[src/design/shac_pkg.sv]
// Shared types, constants and search functions of the subregion heap allocator.
// Used by the controller, the datapath and the top level; depends on nothing.
package shac_pkg;

    localparam int SUBREG_COUNT = 40;
    localparam int MAP_W        = 40;
    localparam int SUB_W        = 6;
    localparam int OWNER_W      = 8;
    localparam int SIZE_W       = 16;
    localparam int ADDR_W       = 32;
    localparam int BYTES_W      = 14;
    localparam int FREED_W      = 5;
    localparam int RUN_W        = 4;
    localparam int REC_W        = OWNER_W + SUB_W + BYTES_W;

    // Input operation codes
    localparam logic OP_ALLOC = 1'b0;
    localparam logic OP_FREE  = 1'b1;

    // Size class limits and group offsets
    localparam logic [SIZE_W-1:0] MAX_BYTES   = 16'h2000;
    localparam logic [SIZE_W-1:0] SMALL_BYTES = 16'h0200;
    localparam logic [SIZE_W-1:0] LARGE_BYTES = 16'h0400;
    localparam logic [SIZE_W-1:0] EDGE_BYTES  = 16'h0600;
    localparam logic [SIZE_W-1:0] SPLIT_BYTES = 16'h1000;
    localparam logic [15:0] OFS_GROUP1 = 16'h1000;
    localparam logic [15:0] OFS_GROUP2 = 16'h3000;
    localparam logic [15:0] OFS_GROUP3 = 16'h5000;

    typedef struct packed {
        logic                capture;
        logic                alloc_eval;
        logic                alloc_commit;
        logic                find_eval;
        logic                comp_eval;
        logic                comp_done;
        logic                emit;
    } shac_cmd_t;

    typedef struct packed {
        logic                scan_end;
        logic                hit;
        logic                out_free;
    } shac_stat_t;

    typedef struct packed {
        logic                found;
        logic [SUB_W-1:0]    start;
        logic [RUN_W-1:0]    n;
        logic [BYTES_W-1:0]  bytes;
    } shac_fit_t;

    // Byte offset of a subregion from the heap base
    function automatic logic [15:0] sub_offset(input logic [SUB_W-1:0] s);
        logic [15:0] ofs;
        if (s < 6'd8) begin
            ofs = {4'd0, s[2:0], 9'd0};
        end else if (s < 6'd16) begin
            ofs = OFS_GROUP1 + {3'd0, s[2:0], 10'd0};
        end else if (s < 6'd32) begin
            ofs = OFS_GROUP2 + {3'd0, s[3:0], 9'd0};
        end else begin
            ofs = OFS_GROUP3 + {3'd0, s[2:0], 10'd0};
        end
        return ofs;
    endfunction

    // Mask of n subregions starting at start, clipped at the map end
    function automatic logic [MAP_W-1:0] run_mask(input logic [SUB_W-1:0] start,
                                                 input logic [RUN_W-1:0] n);
        logic [MAP_W-1:0] m;
        m = '0;
        for (int k = 0; k < MAP_W; k++) begin
            m[k] = (k >= int'(start)) && (k < int'(start) + int'(n));
        end
        return m;
    endfunction

    // First free run of n subregions in [lo, hi); bit 6 flags a find
    function automatic logic [SUB_W:0] find_run(input logic [MAP_W-1:0] map,
                                               input int lo, input int hi,
                                               input logic [RUN_W-1:0] n);
        logic [SUB_W:0] res;
        logic           ok;
        res = '0;
        for (int j = MAP_W - 1; j >= 0; j--) begin
            ok = (j >= lo) && (j + int'(n) <= hi);
            for (int k = 0; k < 8; k++) begin
                if (k < int'(n) && (j + k) < MAP_W) begin
                    if (map[j + k]) ok = 1'b0;
                end
            end
            if (ok) res = {1'b1, SUB_W'(j)};
        end
        return res;
    endfunction

    // Subregions held by a record
    function automatic logic [RUN_W-1:0] used_subregs(input logic [SUB_W-1:0] start,
                                                     input logic [BYTES_W-1:0] size);
        logic wide_unit;
        wide_unit = (start >= 6'd8 && start < 6'd16) || (start >= 6'd32);
        if ((start == 6'd7 || start == 6'd15 || start == 6'd31) &&
            size == BYTES_W'(EDGE_BYTES)) begin
            return RUN_W'(2);
        end else if (wide_unit) begin
            return size[13:10];
        end else begin
            return size[12:9];
        end
    endfunction

    // First fit for a request size against the occupancy map
    function automatic shac_fit_t alloc_search(input logic [MAP_W-1:0] map,
                                               input logic [SIZE_W-1:0] sz);
        shac_fit_t      f;
        logic [SUB_W:0] r;
        logic [16:0]    up_s;
        logic [16:0]    up_l;
        f    = '0;
        r    = '0;
        up_s = {1'b0, sz} + 17'h01FF;
        up_l = {1'b0, sz} + 17'h03FF;
        if (sz == '0 || sz > MAX_BYTES) begin
            r = '0;
        end else if (sz <= SMALL_BYTES) begin
            f.n     = RUN_W'(1);
            f.bytes = BYTES_W'(SMALL_BYTES);
            r = find_run(map, 0, 8, f.n);
            if (!r[SUB_W]) r = find_run(map, 16, 32, f.n);
            if (!r[SUB_W]) begin
                f.bytes = BYTES_W'(LARGE_BYTES);
                r = find_run(map, 8, 16, f.n);
                if (!r[SUB_W]) r = find_run(map, 32, 40, f.n);
            end
        end else if (sz <= LARGE_BYTES) begin
            f.n     = RUN_W'(1);
            f.bytes = BYTES_W'(LARGE_BYTES);
            r = find_run(map, 8, 16, f.n);
            if (!r[SUB_W]) r = find_run(map, 32, 40, f.n);
        end else if (sz <= EDGE_BYTES) begin
            f.bytes = BYTES_W'(EDGE_BYTES);
            f.n     = RUN_W'(2);
            if (map[8:7] == 2'b00) begin
                r = {1'b1, 6'd7};
            end else if (map[16:15] == 2'b00) begin
                r = {1'b1, 6'd15};
            end else if (map[32:31] == 2'b00) begin
                r = {1'b1, 6'd31};
            end else begin
                f.n = RUN_W'(3);
                r = find_run(map, 0, 8, f.n);
                if (!r[SUB_W]) r = find_run(map, 16, 32, f.n);
            end
        end else if (sz <= SPLIT_BYTES) begin
            f.n     = up_s[12:9];
            f.bytes = {1'b0, up_s[12:9], 9'd0};
            r = find_run(map, 0, 8, f.n);
            if (!r[SUB_W]) r = find_run(map, 16, 32, f.n);
            if (!r[SUB_W]) begin
                f.n     = up_l[13:10];
                f.bytes = {up_l[13:10], 10'd0};
                r = find_run(map, 8, 16, f.n);
                if (!r[SUB_W]) r = find_run(map, 32, 40, f.n);
            end
        end else begin
            f.n     = up_l[13:10];
            f.bytes = {up_l[13:10], 10'd0};
            r = find_run(map, 8, 16, f.n);
            if (!r[SUB_W]) r = find_run(map, 32, 40, f.n);
        end
        f.found = r[SUB_W];
        f.start = r[SUB_W-1:0];
        return f;
    endfunction

endpackage

[src/design/shac_ram.sv]
// Generic single-write, single-read RAM with registered read data.
// Stand-alone; used for the allocation record table.
module shac_ram #(
    parameter int WIDTH = 28,
    parameter int DEPTH = 16
) (
    input  logic                                   aclk,
    input  logic                                   we,
    input  logic [(DEPTH > 1 ? $clog2(DEPTH) : 1)-1:0] waddr,
    input  logic [WIDTH-1:0]                       wdata,
    input  logic [(DEPTH > 1 ? $clog2(DEPTH) : 1)-1:0] raddr,
    output logic [WIDTH-1:0]                       rdata
);

    logic [WIDTH-1:0] mem [DEPTH];

    // Write port and registered read port
    always_ff @(posedge aclk) begin
        if (we) begin
            mem[waddr] <= wdata;
        end
        rdata <= mem[raddr];
    end

endmodule

[src/design/shac_ctrl.sv]
// Sequencer of the heap allocator: steps through search, commit, table scan
// and compaction. Depends on shac_pkg for the command and status structs.
module shac_ctrl (
    input  logic                aclk,
    input  logic                aresetn,
    input  logic                in_valid,
    input  logic                in_op,
    output logic                in_ready,
    input  shac_pkg::shac_stat_t stat,
    output shac_pkg::shac_cmd_t  cmd
);

    localparam logic [2:0] ST_IDLE    = 3'd0;
    localparam logic [2:0] ST_SEARCH  = 3'd1;
    localparam logic [2:0] ST_COMMIT  = 3'd2;
    localparam logic [2:0] ST_FIND_RD = 3'd3;
    localparam logic [2:0] ST_FIND_EV = 3'd4;
    localparam logic [2:0] ST_COMP_RD = 3'd5;
    localparam logic [2:0] ST_COMP_EV = 3'd6;
    localparam logic [2:0] ST_DONE    = 3'd7;

    logic [2:0] state_reg, state_next;

    assign in_ready = (state_reg == ST_IDLE);

    // Next state and commands
    always_comb begin
        state_next = state_reg;
        cmd        = '0;
        unique case (state_reg)
            ST_IDLE: begin
                if (in_valid) begin
                    cmd.capture = 1'b1;
                    state_next  = (in_op == shac_pkg::OP_FREE) ? ST_FIND_RD : ST_SEARCH;
                end
            end
            ST_SEARCH: begin
                cmd.alloc_eval = 1'b1;
                state_next     = ST_COMMIT;
            end
            ST_COMMIT: begin
                cmd.alloc_commit = 1'b1;
                state_next       = ST_DONE;
            end
            ST_FIND_RD: begin
                state_next = stat.scan_end ? ST_DONE : ST_FIND_EV;
            end
            ST_FIND_EV: begin
                cmd.find_eval = 1'b1;
                state_next    = stat.hit ? ST_COMP_RD : ST_FIND_RD;
            end
            ST_COMP_RD: begin
                if (stat.scan_end) begin
                    cmd.comp_done = 1'b1;
                    state_next    = ST_DONE;
                end else begin
                    state_next = ST_COMP_EV;
                end
            end
            ST_COMP_EV: begin
                cmd.comp_eval = 1'b1;
                state_next    = ST_COMP_RD;
            end
            ST_DONE: begin
                if (stat.out_free) begin
                    cmd.emit   = 1'b1;
                    state_next = ST_IDLE;
                end
            end
            default: state_next = ST_IDLE;
        endcase
    end

    // State register
    always_ff @(posedge aclk) begin
        if (!aresetn) begin
            state_reg <= ST_IDLE;
        end else begin
            state_reg <= state_next;
        end
    end

endmodule

[src/design/shac_datapath.sv]
// Datapath of the heap allocator: occupancy map, record table, scan indices
// and the result register. Depends on shac_pkg and shac_ram.
module shac_datapath #(
    parameter int TABLE_DEPTH = 16
) (
    input  logic                           aclk,
    input  logic                           aresetn,
    input  shac_pkg::shac_cmd_t            cmd,
    output shac_pkg::shac_stat_t           stat,
    input  logic                           cfg_we,
    input  logic [shac_pkg::ADDR_W-1:0]    cfg_wdata,
    input  logic [shac_pkg::SIZE_W-1:0]    in_bytes,
    input  logic [shac_pkg::OWNER_W-1:0]   in_owner,
    input  logic [shac_pkg::ADDR_W-1:0]    in_addr,
    input  logic                           out_ready,
    output logic                           out_valid,
    output logic                           out_granted,
    output logic [shac_pkg::ADDR_W-1:0]    out_base,
    output logic [shac_pkg::BYTES_W-1:0]   out_bytes,
    output logic [shac_pkg::FREED_W-1:0]   out_freed,
    output logic [shac_pkg::MAP_W-1:0]     out_map
);

    localparam int CNT_W = $clog2(TABLE_DEPTH + 1);
    localparam int IDX_W = (TABLE_DEPTH > 1) ? $clog2(TABLE_DEPTH) : 1;

    logic [shac_pkg::ADDR_W-1:0]  heap_base_reg;
    logic [shac_pkg::MAP_W-1:0]   map_reg;
    logic [CNT_W-1:0]             count_reg;
    logic [CNT_W-1:0]             rd_reg;
    logic [CNT_W-1:0]             wr_reg;
    logic [CNT_W-1:0]             freed_reg;
    logic [shac_pkg::OWNER_W-1:0] victim_reg;
    logic [shac_pkg::SIZE_W-1:0]  size_reg;
    logic [shac_pkg::OWNER_W-1:0] owner_reg;
    logic [shac_pkg::ADDR_W-1:0]  addr_reg;
    shac_pkg::shac_fit_t          fit_reg;
    logic                         res_granted_reg;
    logic [shac_pkg::ADDR_W-1:0]  res_base_reg;
    logic [shac_pkg::BYTES_W-1:0] res_bytes_reg;
    logic                         out_valid_reg;

    logic                         ram_we;
    logic [IDX_W-1:0]             ram_waddr;
    logic [shac_pkg::REC_W-1:0]   ram_wdata;
    logic [shac_pkg::REC_W-1:0]   ram_rdata;
    logic [shac_pkg::OWNER_W-1:0] rec_owner;
    logic [shac_pkg::SUB_W-1:0]   rec_start;
    logic [shac_pkg::BYTES_W-1:0] rec_size;
    logic [shac_pkg::ADDR_W-1:0]  rec_end;
    logic                         commit_ok;
    logic                         victim_match;

    // Record fields: owner, start subregion, reserved bytes
    assign rec_owner = ram_rdata[shac_pkg::REC_W-1 -: shac_pkg::OWNER_W];
    assign rec_start = ram_rdata[shac_pkg::BYTES_W +: shac_pkg::SUB_W];
    assign rec_size  = ram_rdata[shac_pkg::BYTES_W-1:0];
    assign rec_end   = heap_base_reg + {16'd0, shac_pkg::sub_offset(rec_start)}
                     + {18'd0, rec_size};

    assign commit_ok    = fit_reg.found && (count_reg < CNT_W'(TABLE_DEPTH));
    assign victim_match = (rec_owner == victim_reg);

    // Table write: new record on commit, kept record on compaction
    always_comb begin
        ram_we    = 1'b0;
        ram_waddr = count_reg[IDX_W-1:0];
        ram_wdata = {owner_reg, fit_reg.start, fit_reg.bytes};
        if (cmd.alloc_commit && commit_ok) begin
            ram_we = 1'b1;
        end else if (cmd.comp_eval && !victim_match) begin
            ram_we    = 1'b1;
            ram_waddr = wr_reg[IDX_W-1:0];
            ram_wdata = ram_rdata;
        end
    end

    shac_ram #(
        .WIDTH (shac_pkg::REC_W),
        .DEPTH (TABLE_DEPTH)
    ) u_table (
        .aclk  (aclk),
        .we    (ram_we),
        .waddr (ram_waddr),
        .wdata (ram_wdata),
        .raddr (rd_reg[IDX_W-1:0]),
        .rdata (ram_rdata)
    );

    assign stat.scan_end = (rd_reg == count_reg);
    assign stat.hit      = (rec_end == addr_reg);
    assign stat.out_free = !out_valid_reg || out_ready;

    // Control state: base register, map, count, output valid
    always_ff @(posedge aclk) begin
        if (!aresetn) begin
            heap_base_reg <= '0;
            map_reg       <= '0;
            count_reg     <= '0;
            out_valid_reg <= 1'b0;
        end else begin
            if (cfg_we) begin
                heap_base_reg <= cfg_wdata;
            end
            if (cmd.alloc_commit && commit_ok) begin
                map_reg   <= map_reg | shac_pkg::run_mask(fit_reg.start, fit_reg.n);
                count_reg <= count_reg + CNT_W'(1);
            end
            if (cmd.comp_eval && victim_match) begin
                map_reg <= map_reg & ~shac_pkg::run_mask(rec_start,
                               shac_pkg::used_subregs(rec_start, rec_size));
            end
            if (cmd.comp_done) begin
                count_reg <= wr_reg;
            end
            if (cmd.emit) begin
                out_valid_reg <= 1'b1;
            end else if (out_ready) begin
                out_valid_reg <= 1'b0;
            end
        end
    end

    // Working registers of one item
    always_ff @(posedge aclk) begin
        if (cmd.capture) begin
            size_reg        <= in_bytes;
            owner_reg       <= in_owner;
            addr_reg        <= in_addr;
            rd_reg          <= '0;
            wr_reg          <= '0;
            freed_reg       <= '0;
            res_granted_reg <= 1'b0;
            res_base_reg    <= '0;
            res_bytes_reg   <= '0;
        end
        if (cmd.alloc_eval) begin
            fit_reg <= shac_pkg::alloc_search(map_reg, size_reg);
        end
        if (cmd.alloc_commit && commit_ok) begin
            res_granted_reg <= 1'b1;
            res_base_reg    <= heap_base_reg + {16'd0, shac_pkg::sub_offset(fit_reg.start)};
            res_bytes_reg   <= fit_reg.bytes;
        end
        // Scan for the matching end address, then restart for compaction
        if (cmd.find_eval) begin
            if (stat.hit) begin
                victim_reg <= rec_owner;
                rd_reg     <= '0;
            end else begin
                rd_reg <= rd_reg + CNT_W'(1);
            end
        end
        if (cmd.comp_eval) begin
            rd_reg <= rd_reg + CNT_W'(1);
            if (victim_match) begin
                freed_reg <= freed_reg + CNT_W'(1);
            end else begin
                wr_reg <= wr_reg + CNT_W'(1);
            end
        end
        if (cmd.comp_done) begin
            res_granted_reg <= 1'b1;
        end
        // Load the result item
        if (cmd.emit) begin
            out_granted <= res_granted_reg;
            out_base    <= res_base_reg;
            out_bytes   <= res_bytes_reg;
            out_freed   <= shac_pkg::FREED_W'(freed_reg);
            out_map     <= map_reg;
        end
    end

    assign out_valid = out_valid_reg;

endmodule

[src/design/subregion_heap_allocator.sv]
// Subregion heap allocator, top level: stream ports, sequencer and datapath.
// An allocate passes the search and commit states to the result register; a free scans the
// table for the record whose end address matches, then compacts it (a miss skips compaction).
// One item at a time, the next taken in the cycle after the result is loaded;
// the table scan and compaction read one record at a time, a read state then an evaluate state.
// Reset (synchronous, active low) empties the map and table and zeroes heap_base.
module subregion_heap_allocator #(
    parameter int TABLE_DEPTH = 16
) (
    input  logic         aclk,
    input  logic         aresetn,
    input  logic         cfg_we,
    input  logic [31:0]  cfg_wdata,     // heap_base
    input  logic         s_tvalid,
    output logic         s_tready,
    input  logic [55:0]  s_tdata,       // request_bytes[15:0], owner_id[23:16], stack_address[55:24]
    input  logic         s_tuser,       // operation
    output logic         m_tvalid,
    input  logic         m_tready,
    output logic [95:0]  m_tdata,       // base_address[31:0], block_bytes[45:32],
                                        // freed_records[50:46], in_use_map[90:51], zero fill
    output logic         m_tuser        // granted
);

    shac_pkg::shac_cmd_t  cmd;
    shac_pkg::shac_stat_t stat;
    logic [31:0]          out_base;
    logic [13:0]          out_bytes;
    logic [4:0]           out_freed;
    logic [39:0]          out_map;

    shac_ctrl u_ctrl (
        .aclk     (aclk),
        .aresetn  (aresetn),
        .in_valid (s_tvalid),
        .in_op    (s_tuser),
        .in_ready (s_tready),
        .stat     (stat),
        .cmd      (cmd)
    );

    shac_datapath #(
        .TABLE_DEPTH (TABLE_DEPTH)
    ) u_datapath (
        .aclk        (aclk),
        .aresetn     (aresetn),
        .cmd         (cmd),
        .stat        (stat),
        .cfg_we      (cfg_we),
        .cfg_wdata   (cfg_wdata),
        .in_bytes    (s_tdata[15:0]),
        .in_owner    (s_tdata[23:16]),
        .in_addr     (s_tdata[55:24]),
        .out_ready   (m_tready),
        .out_valid   (m_tvalid),
        .out_granted (m_tuser),
        .out_base    (out_base),
        .out_bytes   (out_bytes),
        .out_freed   (out_freed),
        .out_map     (out_map)
    );

    // Pack the result item
    assign m_tdata = {5'd0, out_map, out_freed, out_bytes, out_base};

endmodule
[config.mk]
export PLATFORM = sky130hd
export DESIGN_NAME = subregion_heap_allocator
export DESIGN_NICKNAME = d
export VERILOG_FILES = /design/src/design/shac_pkg.sv /design/src/design/shac_ram.sv /design/src/design/shac_ctrl.sv /design/src/design/shac_datapath.sv /design/src/design/subregion_heap_allocator.sv
export SDC_FILE = /design/constraint.sdc
export NUM_CORES = 1
export LEC_CHECK = 0
export ABC_AREA = 1
export ABC_CLOCK_PERIOD_IN_PS = 23700
export BUFFER_PORTS_ARGS = -buffer_cell sky130_fd_sc_hd__buf_2
export CAP_MARGIN = 20
export CORE_MARGIN = 2
export CORE_UTILIZATION = 35
export DETAILED_ROUTE_END_ITERATION = 12
export HOLD_SLACK_MARGIN = 0.1
export PLACE_DENSITY_LB_ADDON = 0.1
export REMOVE_ABC_BUFFERS = 1
export SKIP_CTS_REPAIR_TIMING = 1
export SLEW_MARGIN = 20
export SYNTH_ARGS = -nofsm -noshare
export SYNTH_HDL_FRONTEND = slang
export SYNTH_SLANG_ARGS = --single-unit
export TNS_END_PERCENT = 10
[constraint.sdc]
create_clock -name aclk -period 23.7 [get_ports aclk]
set_clock_uncertainty 0.2 [all_clocks]
set_input_delay 2.37 -clock aclk [delete_from_list [all_inputs] [get_ports aclk]]
set_output_delay 2.37 -clock aclk [all_outputs]
set_load 0.02 [all_outputs]
## After elaboration in Yosys (flattened, before gate mapping)

Memories as Yosys holds them, arrays and structs flattened. A register that Yosys moved wholly into a read port is not among the register bits.
Cells that the tools add are included.

| cells by class | value |
|---|---|
| add/sub/neg operators | 88 |
| $mul | 0 |
| div/mod/pow operators | 0 |
| magnitude comparators | 294 |
| eq/ne operators | 16 |
| shift operators | 0 |
| multiplexer cells | 5,899 |
| bitwise logic cells | 3 |
| reductions and logical operators | 107 |

Operators with widths:

| kind | count |
|---|---|
| two-way mux 1 bit | 5,465 |
| two-way mux 7 bit | 387 |
| less-or-equal comparator 32 x 5 -> 1 bit (second input constant) | 39 |
| less-or-equal comparator 32 x 6 -> 1 bit (second input constant) | 32 |
| less-or-equal comparator 32 x 7 -> 1 bit (second input constant) | 32 |
| less-than comparator 6 x 32 -> 1 bit (first input constant) | 32 |
| less-than comparator 5 x 32 -> 1 bit (first input constant) | 16 |
| less-than comparator 7 x 32 -> 1 bit (first input constant) | 16 |
| less-than comparator 4 x 32 -> 1 bit (first input constant) | 8 |
| adder 5 x 4 -> 6 bit (first input constant) | 32 |
| greater-or-equal comparator 5 x 6 -> 1 bit (first input constant) | 32 |
| less-than comparator 3 x 32 -> 1 bit (first input constant) | 4 |
| adder 6 x 4 -> 7 bit (first input constant) | 16 |
| two-way mux 16 bit | 7 |
| greater-or-equal comparator 4 x 6 -> 1 bit (first input constant) | 16 |
| greater-or-equal comparator 6 bit (first input constant) | 16 |
| logical AND 1 bit | 86 |
| adder 4 x 4 -> 5 bit (first input constant) | 16 |
| two-way mux 40 bit | 2 |
| adder 32 x 16 -> 32 bit | 2 |
| less-than comparator 1 x 32 -> 1 bit (first input constant) | 2 |
| less-than comparator 2 x 32 -> 1 bit (first input constant) | 2 |
| two-way mux 32 bit | 2 |
| two-way mux 5 bit | 12 |
| 61 further kinds | 133 |

| storage, ports and cells | value |
|---|---|
| register bits after elaboration | 324 |
| latch bits | 0 |
| bits in writable memories | 448 |
| memory bits (read-only) | 0 |
| input port bits | 94 |
| output and inout port bits | 99 |
| logic and storage cells | 6,433 |
| memories kept | 1 |

Memory list:

| memory | depth | width | rd ports | clocked after memory_dff | write ports | RTL line | text |
|---|---|---|---|---|---|---|---|
| u_datapath.u_table.mem | 16 | 28 | 1 | 1 | 1 | shac_ram.sv:15 | `logic [WIDTH-1:0] mem [DEPTH];` |

## Depth between registers and ports, before layout

| depth | value |
|---|---|
| depth in word-level cells | 266 |
| gate-level depth with buffers | 44 |
| gate-level depth less buffers | 42 |

## By module

Synthesis repeated with hierarchy kept, for this count alone.

| unflattened totals | value |
|---|---|
| cell total of the unflattened synthesis | 4,790 |
| area, all modules | 41,454.8 um^2 |

By module, submodules not included:

| module | times used | cells each | area an instance (um^2) |
|---|---|---|---|
| shac_datapath | 1 | 2,871 | 21,307.9 |
| shac_ram | 1 | 1,858 | 19,782.7 |
| shac_ctrl | 1 | 55 | 322.8 |
| subregion_heap_allocator | 1 | 6 | 41.3 |

## Worst setup path after synthesis

Ideal clock, no wire load.

| timing | value |
|---|---|
| kind | input -> register |
| start | input port m_tready |
| end | register u_datapath.out_base[0] (netlist bit), enable pin |
| setup time | 0.728 ns |
| arrival | 10.247 ns |
| data required time | 22.772 ns |
| slack | 12.524 ns |
| stages | 2 |
| cell sequence | nor2_1 -> nor4_1 |

RTL lines:

| item | RTL line | text |
|---|---|---|
| start, declared | subregion_heap_allocator.sv:19 | `input logic m_tready,` |
| end signal, assigned | shac_datapath.sv:168 | `out_base <= res_base_reg;` |
| end, declared | shac_datapath.sv:18 | `output logic [shac_pkg::ADDR_W-1:0] out_base,` |

## Worst setup path after layout

| timing | value |
|---|---|
| start | register u_datapath.size_reg[0] (netlist bit) |
| end | register u_datapath.fit_reg[18] (netlist bit), data pin |

| between the ends | value |
|---|---|
| word-level cells in the longest chain between the ends | 82 |
| elaborated cells between the ends (all ways) | 5,261 |

Ends and longest elaborated chain:

| item | RTL line | text |
|---|---|---|
| start, declared | shac_datapath.sv:34 | `logic [shac_pkg::SIZE_W-1:0] size_reg;` |
| start signal, assigned | shac_datapath.sv:127 | `size_reg <= in_bytes;` |
| adder 13 x 9 -> 13 bit | shac_pkg.sv:122 | `up_s = {1'b0, sz} + 17'h01FF;` |
| adder 6 x 4 -> 7 bit | shac_pkg.sv:87 | `ok = (j >= lo) && (j + int'(n) <= hi);` |
| less-or-equal comparator 32 x 5 -> 1 bit | shac_pkg.sv:87 |  |
| two-way mux 1 bit | shac_pkg.sv:90 | `if (map[j + k]) ok = 1'b0;` |
| two-way mux 1 bit | shac_pkg.sv:89 | `if (k < int'(n) && (j + k) < MAP_W) begin` |
| two-way mux 1 bit | shac_pkg.sv:90 |  |
| two-way mux 1 bit | shac_pkg.sv:89 |  |
| two-way mux 1 bit | shac_pkg.sv:90 |  |
| [66 not listed] | - |  |
| two-way mux 7 bit | shac_pkg.sv:126 | `end else if (sz <= SMALL_BYTES) begin` |
| two-way mux 7 bit | shac_pkg.sv:124 | `if (sz == '0 \|\| sz > MAX_BYTES) begin` |
| two-way mux 7 bit | shac_datapath.sv:137 | `if (cmd.alloc_eval) begin` |
| two-way mux 7 bit | shac_pkg.sv:160 | `if (!r[SUB_W]) begin` |
| two-way mux 7 bit | shac_pkg.sv:155 | `end else if (sz <= SPLIT_BYTES) begin` |
| two-way mux 7 bit | shac_pkg.sv:141 | `end else if (sz <= EDGE_BYTES) begin` |
| two-way mux 7 bit | shac_pkg.sv:136 | `end else if (sz <= LARGE_BYTES) begin` |
| two-way mux 7 bit | shac_pkg.sv:126 |  |
| end signal, assigned | shac_datapath.sv:138 | `fit_reg <= shac_pkg::alloc_search(map_reg, size_reg);` |
| end, declared | shac_datapath.sv:37 | `shac_pkg::shac_fit_t fit_reg;` |

Parallel ways exist; a longest one is shown, timed or not. The select of a mux whose other input is x is not followed.
A chain may end at the register's enable or synchronous reset.

==> metrics list <==
- Post-synthesis instance area: 0.0398 mm²
- Among the stages of the critical path, the cell type that occurs most often is sky130_fd_sc_hd__nand2_1.
- Synth area leader: sky130_fd_sc_hd__edfxtp_1
- Residual antenna-violating net count after detailed routing: 0
- Worst Hold Slack: 0.213 ns
- Pin count of the biggest net entering global routing: between 150 and 200
- Wire length per cell: approximately 26 µm
* Arrival time at the worst endpoint: approximately 6.8 ns
- Derived from the worst setup path, the maximum achievable clock frequency is about 150 MHz.
- Setup violations remaining at the end of the flow were counted as 0.
- Total of max-cap violations: 0
- CTS buffer count: 86
- Each instance of the synthesized netlist takes up on average about 9.4 µm².
- The floorplan step defined a core boundary enclosing about 0.11 mm².
- At the worst endpoint, the required time is around 24 ns.
* Clock transition at the registers of the reported paths: around 0.07 ns
* Synth Instances: 4213
- Summing internal, switching and leakage power gives about 4.2 mW.
* Yosys top cell area share: 0.493
- In the post-route analysis, the smallest setup slack over all paths is 17.11 ns.
- Compared with the post-synthesis result, the final layout area differs by 14.2%.
* Die width: about 340 µm
- For this run the aggregate overflow at the end of global routing stands at 0.
- Clock Tree Buf Depth: 3
- Initial antenna violation count: 1
- Headroom to the max-slew limit came out at 0.271.
- In this run, synthesis inferred between 600 and 700 flip-flops with an integrated enable.
- Number of buffers inserted by port buffering: 178
- Placed inst area: about 0.042 mm²
- H-tree depth: 3
* Period utilisation layout: 0.278
* Start of the worst register-to-register path: u_datapath.size_reg[0]$_DFFE_PP_
- Area contributors post-synth: sky130_fd_sc_hd__edfxtp_1 49%, sky130_fd_sc_hd__dfxtp_1 6.0%, sky130_fd_sc_hd__o21ai_0 5.6%
- Wires add up to roughly 150 mm.
- Clock tree from TritonCTS: built
* Worst reg-to-reg setup slack: 17.11 ns
- Of all nets on the critical path, the largest fanout is 30.
- The floorplan has 123 rows.
- The number of global-route vias before repair is roughly 32000.
- In this run, synthesis produced a sequential element count of 773.
- Of the cells placed in the final design, the portion with a size suffix greater than 1 is 0.117.
* Hold/Removal Path Class: reg2reg
- Summed area of non-filler cells in the final layout: 0.0455 mm²
* Part of the Yosys area used for sequential elements: 0.553
* Final Max Slew Viols: 0
- Worst skew pair latency: approximately 0.70 ns
- Effective utilization at floorplan: 0.353
* Number of top-level pins: a little under 200
- Clock period minus final worst setup slack: ~6.6 ns
* Remaining routing DRC violations: 0
- Hold-critical path depth: 0
* Initial drt markers: around 4000
- Share of flip-flops with an asynchronous set or reset after synthesis: 0
- Hold Crit Start: u_datapath.res_bytes_reg[13]$_SDFFCE_PN0P_
- For this run, the slowest stage of the critical path takes just under 1 ns.
* Maximum ir drop on the vdd rail: around 0.062 mV
- Terminus of the critical flop-to-flop path: u_datapath.fit_reg[18]$_SDFFCE_PP0P_
* Cell type of the slowest stage on the worst timing path: sky130_fd_sc_hd__clkinv_1
* Count of antenna diodes in the layout: 0
- Setup repair after global routing missed its margin: no
- For this run, the total global-route usage over all layers was measured as 0.254.
* Root buffer cell: sky130_fd_sc_hd__clkbuf_16
* Total number of vias: about 34000
- The register with the most flip-flops in the layout has 448 of them.
- Number of nets in the final layout: about 4500
* Avg Vias per Cell: 5.66
* Setup total negative slack: 0 ns
- DPL Wire Length: between 100 and 150 mm
- During synthesis, Yosys emitted a total of 0 warnings.
* Element type at the critical path start: flip-flop
- Top flip-flop cell by instance count after synthesis: sky130_fd_sc_hd__edfxtp_1
- Number of hold-slack violations in the final timing report: 0
- Leakage component of the power: ~17 nW
- Count of cells along the worst register-to-register path: 30
* Global-route wire length before repair: approximately 220 mm
- At the placement stage, the worst setup path has a slack of around 17 ns.
- Run status: finished clean
- In this run the power density over the cells is approximately 93 mW/mm².
* Type of element capturing the critical path: flip-flop
* Endpoint of the worst hold-timing path: u_datapath.out_bytes[13]$_DFFE_PP_
- Vertical die dimension: 341 µm
- Before antenna repair, the detailed router went through 6 iterations.
- The number of different library cells used by synthesis comes to between 70 and 80.
- The floorplan step defined a die boundary enclosing approximately 0.12 mm².
- The critical path is of the reg2reg type.
- Final weighted congestion in routability-driven placement: 0.989
* TritonCTS Sinks: between 700 and 800
- Slew at the pin with the worst max-slew slack: 1.09 ns
-- per-layer routing --
layer,part of all wire,GRT usage,vias to the layer above
li1,-,-,15400
met1,0.44,0.352,16300
met2,0.45,0.398,1558
met3,0.070,0.0375,328
met4,0.043,0.103,2
met5,0.000086,0,-
-- layout make-up --
type,count,area (µm²)
clock buffers,124,2500
clock inverters,37,479
fillers,11300,67200
inverters,394,1490
multi-input cells,2820,15500
flip-flops and latches,773,22000
well taps,1500,1880
repair buffers,275,1630
-- stage by stage --
step	std cells	utilization
5_1_grt	5923	0.404
4_1_cts	5923	0.404
3_5_place_dp	5762	0.377
6_report	5923	0.404
2_1_floorplan	3987	-
3_3_place_gp	5762	0.377
-- layout by cell type (no fill, tap or decap), types with 96 or more instances in the layout --
| cell type | count |
|---|---|
| sky130_fd_sc_hd__edfxtp_1 | 653 |
| sky130_fd_sc_hd__o21ai_0 | 439 |
| sky130_fd_sc_hd__inv_1 | 363 |
| sky130_fd_sc_hd__buf_2 | 178 |
| sky130_fd_sc_hd__dfxtp_1 | 120 |
| sky130_fd_sc_hd__buf_4 | 96 |
| sky130_fd_sc_hd__nand2_1 | 544 |
| sky130_fd_sc_hd__a21oi_1 | 225 |
| sky130_fd_sc_hd__nand3_1 | 161 |
| sky130_fd_sc_hd__o221ai_1 | 118 |
| sky130_fd_sc_hd__nor2_1 | 566 |
-- critical path, delay by kind of cell, from the launching register on --
family	cells	cell delay [ns]
and+or+nand+nor	20	2.91
buffers and inverters	5	1.65
AOI/OAI and AO/OA	4	0.78
DFF	1	0.36
adders and majority gates	1	0.36
-- cells in the mapped netlist (all sizes together), types with 51 or more instances --
cell type	count
o21ai	466
nor2	592
nor3	71
o22ai	64
edfxtp	653
clkbuf	188
nand3	163
dfxtp	120
xor2	53
o221ai	118
a31oi	53
buf	51
nand2	569
a21oi	228
inv	381
ha	81
o211ai	58
-- worst max path at each step --
stage | start | endpoint | slack, ns | depth (start not counted)
global route | u_datapath.size_reg[4]$_DFFE_PP_ | u_datapath.fit_reg[18]$_SDFFCE_PP0P_ | 16.76 | 30
global placement | u_datapath.u_table.rdata[19]$_DFF_P_ | u_datapath.victim_reg[2]$_DFFE_PP_ | 17.40 | 25
detailed placement | u_datapath.u_table.rdata[19]$_DFF_P_ | u_datapath.victim_reg[3]$_DFFE_PP_ | 17.36 | 25
finish | u_datapath.size_reg[0]$_DFFE_PP_ | u_datapath.fit_reg[18]$_SDFFCE_PP0P_ | 17.11 | 30
CTS | u_datapath.u_table.rdata[19]$_DFF_P_ | u_datapath.victim_reg[6]$_DFFE_PP_ | 17.36 | 26
floorplan | m_tready | u_datapath.out_base[0]$_DFFE_PP_ | 12.52 | 2
-- cell families after synthesis --
kind of cell,synth area share
XOR/XNOR,0.0164
flip-flops,0.553
adder cells (fa/ha/maj),0.0300
buffers and inverters,0.0629
AO/OA/AOI/OAI,0.179
multiplexers,0.000503
AND/OR/NAND/NOR,0.158
other,0.0000942
-- report_power, final --
part	leakage, nW	internal, mW	total, mW	switching (mW)
Combinational	8.37	0.342	1.22	0.873
Clock	1.44	0.797	1.38	0.578
Sequential	6.78	1.56	1.62	0.0659
Note: power is estimated with default switching activity, not from simulation.
